## src/hdl/pwh_pkg.sv

```systemverilog
// ----------------------------------------------------------------------------
// pwh_pkg: shared types and constants of the window histogram unit
// Command codes, controller state, controller/datapath link structs and the
// fixed field widths of the stream and configuration ports.
// ----------------------------------------------------------------------------
package pwh_pkg;

	// field widths
	localparam int SAMPLE_W    = 16;
	localparam int BIN_W       = 8;
	localparam int PIX_W       = 8;
	localparam int COUNT_OUT_W = 32;
	localparam int IN_TDATA_W  = 24;
	localparam int OUT_TDATA_W = 40;

	// histogram geometry
	localparam int BIN_COUNT = 256;

	// divider: magnitude of (sample - min) * 255 fits in 24 bits
	localparam int DIVIDEND_W = 24;
	localparam int DIVISOR_W  = 16;
	localparam int DIV_STEPS  = DIVIDEND_W;
	localparam int DIV_CNT_W  = $clog2(DIV_STEPS);

	// configuration registers
	localparam int CFG_IDX_W = 1;
	localparam logic [CFG_IDX_W-1:0] REG_WINDOW_MIN = 1'b0;
	localparam logic [CFG_IDX_W-1:0] REG_WINDOW_MAX = 1'b1;
	localparam logic signed [SAMPLE_W-1:0] WINDOW_MIN_RST = 16'sh8000;
	localparam logic signed [SAMPLE_W-1:0] WINDOW_MAX_RST = 16'sh7fff;

	// command carried in tuser
	typedef enum logic [1:0] {
		CMD_SAMPLE = 2'd0,
		CMD_READ   = 2'd1,
		CMD_CLEAR  = 2'd2
	} cmd_t;

	// controller states
	typedef enum logic [2:0] {
		ST_IDLE,
		ST_DISPATCH,
		ST_DIV_INIT,
		ST_DIV,
		ST_LOOKUP,
		ST_UPDATE,
		ST_FINISH
	} state_t;

	// controller to datapath
	typedef struct packed {
		logic load;
		logic prep;
		logic div_init;
		logic div_step;
		logic mem_rd;
		logic mem_upd;
		logic clr;
		logic res_load;
	} ctl_cmd_t;

	// datapath to controller
	typedef struct packed {
		cmd_t kind;
		logic degenerate;
		logic div_last;
		logic out_free;
	} ctl_sts_t;

endpackage

```

## src/hdl/pwh_ctrl.sv

```systemverilog
// ----------------------------------------------------------------------------
// pwh_ctrl: sequencer of the window histogram unit
// Steps one item through dispatch, iterative divide, bin lookup, counter
// update and result hand-off.
// ----------------------------------------------------------------------------
module pwh_ctrl import pwh_pkg::*; (
	input  logic      clk,
	input  logic      arst_n,
	input  logic      in_valid,
	output logic      in_ready,
	input  ctl_sts_t  sts,
	output ctl_cmd_t  cmd
);

	state_t state_q;
	state_t state_nxt;

	// state register
	always_ff @(posedge clk or negedge arst_n) begin
		if (!arst_n) begin
			state_q <= ST_IDLE;
		end else begin
			state_q <= state_nxt;
		end
	end

	// next state
	always_comb begin
		state_nxt = state_q;
		unique case (state_q)
			ST_IDLE: begin
				if (in_valid) state_nxt = ST_DISPATCH;
			end
			ST_DISPATCH: begin
				unique case (sts.kind)
					CMD_SAMPLE: state_nxt = sts.degenerate ? ST_LOOKUP : ST_DIV_INIT;
					CMD_READ:   state_nxt = ST_LOOKUP;
					default:    state_nxt = ST_FINISH;
				endcase
			end
			ST_DIV_INIT: state_nxt = ST_DIV;
			ST_DIV: begin
				if (sts.div_last) state_nxt = ST_LOOKUP;
			end
			ST_LOOKUP: begin
				state_nxt = (sts.kind == CMD_SAMPLE) ? ST_UPDATE : ST_FINISH;
			end
			ST_UPDATE: state_nxt = ST_FINISH;
			ST_FINISH: begin
				if (sts.out_free) state_nxt = ST_IDLE;
			end
			default: state_nxt = ST_IDLE;
		endcase
	end

	// command outputs
	always_comb begin
		cmd      = '0;
		in_ready = 1'b0;
		unique case (state_q)
			ST_IDLE: begin
				in_ready = 1'b1;
				cmd.load = in_valid;
			end
			ST_DISPATCH: begin
				cmd.prep = 1'b1;
				cmd.clr  = (sts.kind == CMD_CLEAR);
			end
			ST_DIV_INIT: cmd.div_init = 1'b1;
			ST_DIV:      cmd.div_step = 1'b1;
			ST_LOOKUP:   cmd.mem_rd   = 1'b1;
			ST_UPDATE:   cmd.mem_upd  = 1'b1;
			ST_FINISH:   cmd.res_load = sts.out_free;
			default: ;
		endcase
	end

endmodule

```

## config.mk

```make
export PLATFORM = sky130hd
export DESIGN_NAME = pwh_ctrl
export DESIGN_NICKNAME = d
export VERILOG_FILES = /design/src/hdl/pwh_pkg.sv /design/src/hdl/pwh_ctrl.sv
export SDC_FILE = /design/constraint.sdc
export NUM_CORES = 1
export LEC_CHECK = 0
export BUFFER_PORTS_ARGS = -buffer_cell sky130_fd_sc_hd__buf_4
export CAP_MARGIN = 20
export CORE_AREA = 5 5 42 44
export CTS_CLUSTER_DIAMETER = 30
export DETAILED_ROUTE_END_ITERATION = 12
export DIE_AREA = 0 0 47 49
export PLACE_DENSITY = 0.47
export SLEW_MARGIN = 20
export SYNTH_ARGS = -nofsm -noshare
export SYNTH_HDL_FRONTEND = slang
export SYNTH_SLANG_ARGS = --single-unit
```

## constraint.sdc

```tcl
create_clock -name clk -period 0.9 [get_ports clk]
set_input_delay 0.09 -clock clk [delete_from_list [all_inputs] [get_ports clk]]
set_output_delay 0.09 -clock clk [all_outputs]
set_load 0.05 [all_outputs]
```

# Yosys cells after proc, flatten, opt, wreduce, memory -nomap -nowiden
# Cells that the tools add are included.
# totals
register_bits	3
input_bits	8
# op_classes
n_eq_ne	11
n_mux	16
n_reduce_logical	3
# op_table
cell	n
3-bit one-hot mux with 7 select lines	1
3-bit 2-to-1 mux	4
3-bit == test (second input constant)	3
1-bit 2-to-1 mux	9
3-bit by 2-bit == test with 1-bit output (second input constant)	2
2-bit inequality test (second input constant)	3
3-bit one-hot mux with 2 select lines	1
3-bit by 1-bit == test with 1-bit output (second input constant)	1
3-bit zero test	1
3-bit AND reduction	1
2-bit by 1-bit == test with 1-bit output (second input constant)	1
2-bit == test (second input constant)	1
2-bit zero test	1
2-bit 2-to-1 mux	1

# Depth between registers and ports, before layout
# logic_depth
word_depth	3
mapped_depth	4

# Worst setup path after synthesis
# Ideal clock, no wire load.
# synth_path
kind	register to register
start	reg state_q[1]
end	reg state_q[0]
arrival_time_ns	1.831
required_ns	0.822
slack_ns	-1.009
path_stages_with_launch	4
path_cell_list	dfrtp_1 > nor3b_1 > nand2_1 > o21ai_1
# synth_via
elab_chain_len	3
# synth_rtl
item	line_no	source
start: declaration	pwh_ctrl.sv:15	state_t state_q;
start signal: assignment	pwh_ctrl.sv:23	state_q <= state_nxt;
3-bit by 2-bit == test with 1-bit output, or another cell as far along	pwh_ctrl.sv:30	unique case (state_q)
2-bit inequality test (no line)	n/a	
3-bit AND reduction (no line)	n/a	
# Parallel ways exist; a longest one is shown, timed or not.
# A chain may end at the register's enable or synchronous reset.

==> results.toml <==
[hold_path]
whs_path_depth = 4
worstHoldStart = "sts[3]"
hp-class = "primary input to flip-flop"
holdPathEnd = "state_q[0]"

[floorplan]
die_width_um = 47
core_sq_um = 1400
dieArea_sq_um = 2300
fp.dieH_um = 49
fp-row-count = 14
initial_core_util_pct = 20.5
io_pins = 17

[finish]
drive_gt1_share_pct = 71.0
areaGrowthSynthToFinish_pct = 123
stdcell_area_sq_um = 643
largest_reg_flops = 3
reg_top3 = "state_q: 3 flops"
final_cells = 78
num_antenna_cells = 0
regMostFlops = "state_q"
fin_nets = 71

[detailed_routing]
routed_wl_um = 942
wl_per_cell_um = 12.1
ant_nets = 0
dr.pass1.iters = 4
drt_iter0_markers = 2
drc = 0
vias = 354
via_per_inst = 4.54

[pwr]
p_per_area_nw_per_um2 = 4060
switchingPower_uw = 1220
leakage_uw = 0.000294
switching_share_pct = 46.5
p_comb_share_pct = 76.1
clkPwrFrac_pct = 9.3
p_int_uw = 1400
vdd_drop_max_v = 0.00150
seqPwrFrac_pct = 14.5

[flow_run]
maxCapViolCount = 0

[placed_design]
place_ws_ps = -335
hpwl_um = 655
port_buffers = 16
placed_cell_area_sq_um = 509
dp.cells = 70
gp_congestion = 0.696

[setup_path]
cpMaxStageDelayCell = "dfrtp_2"
critPathCaptureType = "output port"
rr_endpoint = "state_q[1]"
startpoint_type = "flip-flop"
ff2ff_setup_slack_ps = -330
crit_arrival_ps = 1280
cp.buffers_inverters = 1
cp.depth = 3
worstPathMaxFanout = 5
max_stage_delay_ps = 470
path_cells = "nor3b_4, and3b_2, buf_6"
worst-endpoint-required_ps = 810
r2r-start = "state_q[2]"
critical_path_class = "flip-flop to output port"
cp_top_family = "flip-flops"
ff2ff_path_depth = 4

[synth]
yosys_warnings = 0
synth.distinct_cells = 22
synth_top_cell_area_share_pct = 26.1
syn_area_sq_um = 288
synth-seq-cells = 3
syn-num-nets = 41
synth_area_leaders = "dfrtp_1, and3b_1, buf_6, o21ai_1, nor3b_1"
yosysTopAreaCell = "dfrtp_1"
synth-seq-area-share_pct = 26.1
syn-mean-instance-area_sq_um = 8.72
syn_inst = 33

[clocking]
clk_latency_ps = 240
clock_path_buffers = 2
cts_tree = "built"
cts.htree.levels = 1
cts_inserted_buffers = 3
clkTransAtPathRegs_ps = 40
numClockSinks = 3
clockRootBuffer = "clkbuf_4"

[timing]
setup_viol = 12
finalWorstPathRequiredPeriod_ps = 1370
finClkSkew_ps = 0.898
rsz0062_at_grt = "yes"
hold_viol_final = 0
worst_pin_slew_ps = 214
min_period_over_period_pct = 153
slew_viol_final = 0
setup_ws_ps = -473
slew_headroom_pct = 85.7
fmax_mhz = 728
hold-worst-slack_ps = 147

[outcome]
violations = "setup timing"
status = "finished, violations left"

[global_route]
grt_use_total_pct = 10.4
antenna_found_initial = 0
grt_pass1_vias = 376
grt_max_degree = 10
grt_pass1_wl_mm = 1.71
grt_overflow = 0
per-layer routing:
metal / share of wire (%) / global-route usage, %
met1: 38 / 13.0
met2: 52 / 14.9
met3: 9.4 / 5.17
met5: 0 / 0
met4: 0 / 4.15
tightest hold or removal path, delay by kind of cell:
kind | cells | cell delay, ps
AOI/OAI and AO/OA | 1 | 60
buffers and inverters | 1 | 100
and+or+nand+nor | 2 | 90
logic make-up after synthesis:
kind of cell | Yosys count | share of synthesized area (%)
buffers and inverters | 4 | 11.7
AO/OA/AOI/OAI | 9 | 21.7
AND/OR/NAND/NOR | 17 | 40.4
flip-flops | 3 | 26.1
power groups by stage:
stage / Combinational [uW] / Sequential, uW / Clock (uW)
final: 1990 / 380 / 244
after global routing: 2120 / 397 / 281
after CTS: 1970 / 377 / 253
after detailed placement: 1600 / 389 / 0
after global placement: 1610 / 386 / 0
after floorplan: 1150 / 316 / 0
layout make-up:
cell class              count  area [sq um]
fillers                   146           758
repair buffers             28           282
multi-input cells          26           234
flip-flops and latches      3          77.6
clock buffers               4          26.3
well taps                  16          20.0
inverters                   1          3.75
metrics by stage:
stage / setup TNS [ps] / util (%) / power [uW]
after floorplan: -3550 / - / 1470
after global placement: -2780 / 36.3 / 1990
after detailed placement: -2930 / 36.3 / 1990
after CTS: -4630 / 45.4 / 2600
after global routing: -5330 / 45.9 / 2800
final: -4560 / 45.9 / 2610
synth_stat cells:
library cell / instances
and3b_1: 3
buf_6: 2
nand3_1: 1
buf_4: 1
nand3b_1: 1
o32ai_1: 1
o21ai_1: 3
a2bb2oi_1: 1
a22o_1: 1
inv_1: 1
o21ai_2: 1
dfrtp_1: 3
nor3_2: 1
nor3_1: 1
nor2_1: 3
o21ai_0: 1
o21a_1: 1
and4b_1: 1
and2_1: 1
nor3b_2: 1
nor3b_1: 2
nand2_1: 2
cells in the final DEF, fill, tap and decap left out, types with 2 or more instances in the layout:
| master | n |
|---|---|
| buf_4 | 15 |
| nor3b_2 | 2 |
| nor2_1 | 3 |
| buf_6 | 7 |
| clkbuf_4 | 3 |
| buf_8 | 4 |
| o21ai_1 | 3 |
| nand2_1 | 2 |
| dfrtp_2 | 2 |
| and3b_2 | 3 |
how the worst max path moves through the flow:
stage / slack, ps / to / start
2_1_floorplan: -600 / cmd[7] / state_q[1]
3_3_place_gp: -310 / state_q[1] / state_q[2]
3_5_place_dp: -330 / cmd[1] / state_q[2]
4_1_cts: -480 / cmd[1] / state_q[2]
5_1_grt: -540 / cmd[1] / state_q[1]
6_report: -470 / cmd[1] / state_q[1]
timing repair:
| item | in CTS | in global routing |
|---|---|---|
| setup endpoints to repair | 12 | 12 |
| hold buffers | 1 | 0 |
| cloned | 0 | 0 |
| gates resized for setup | 17 | 1 |
| hold endpoints to repair | 3 | 0 |
| buffers inserted | 3 | 0 |
| pin swaps | 3 | 1 |
(Power assumes the default switching activity.)
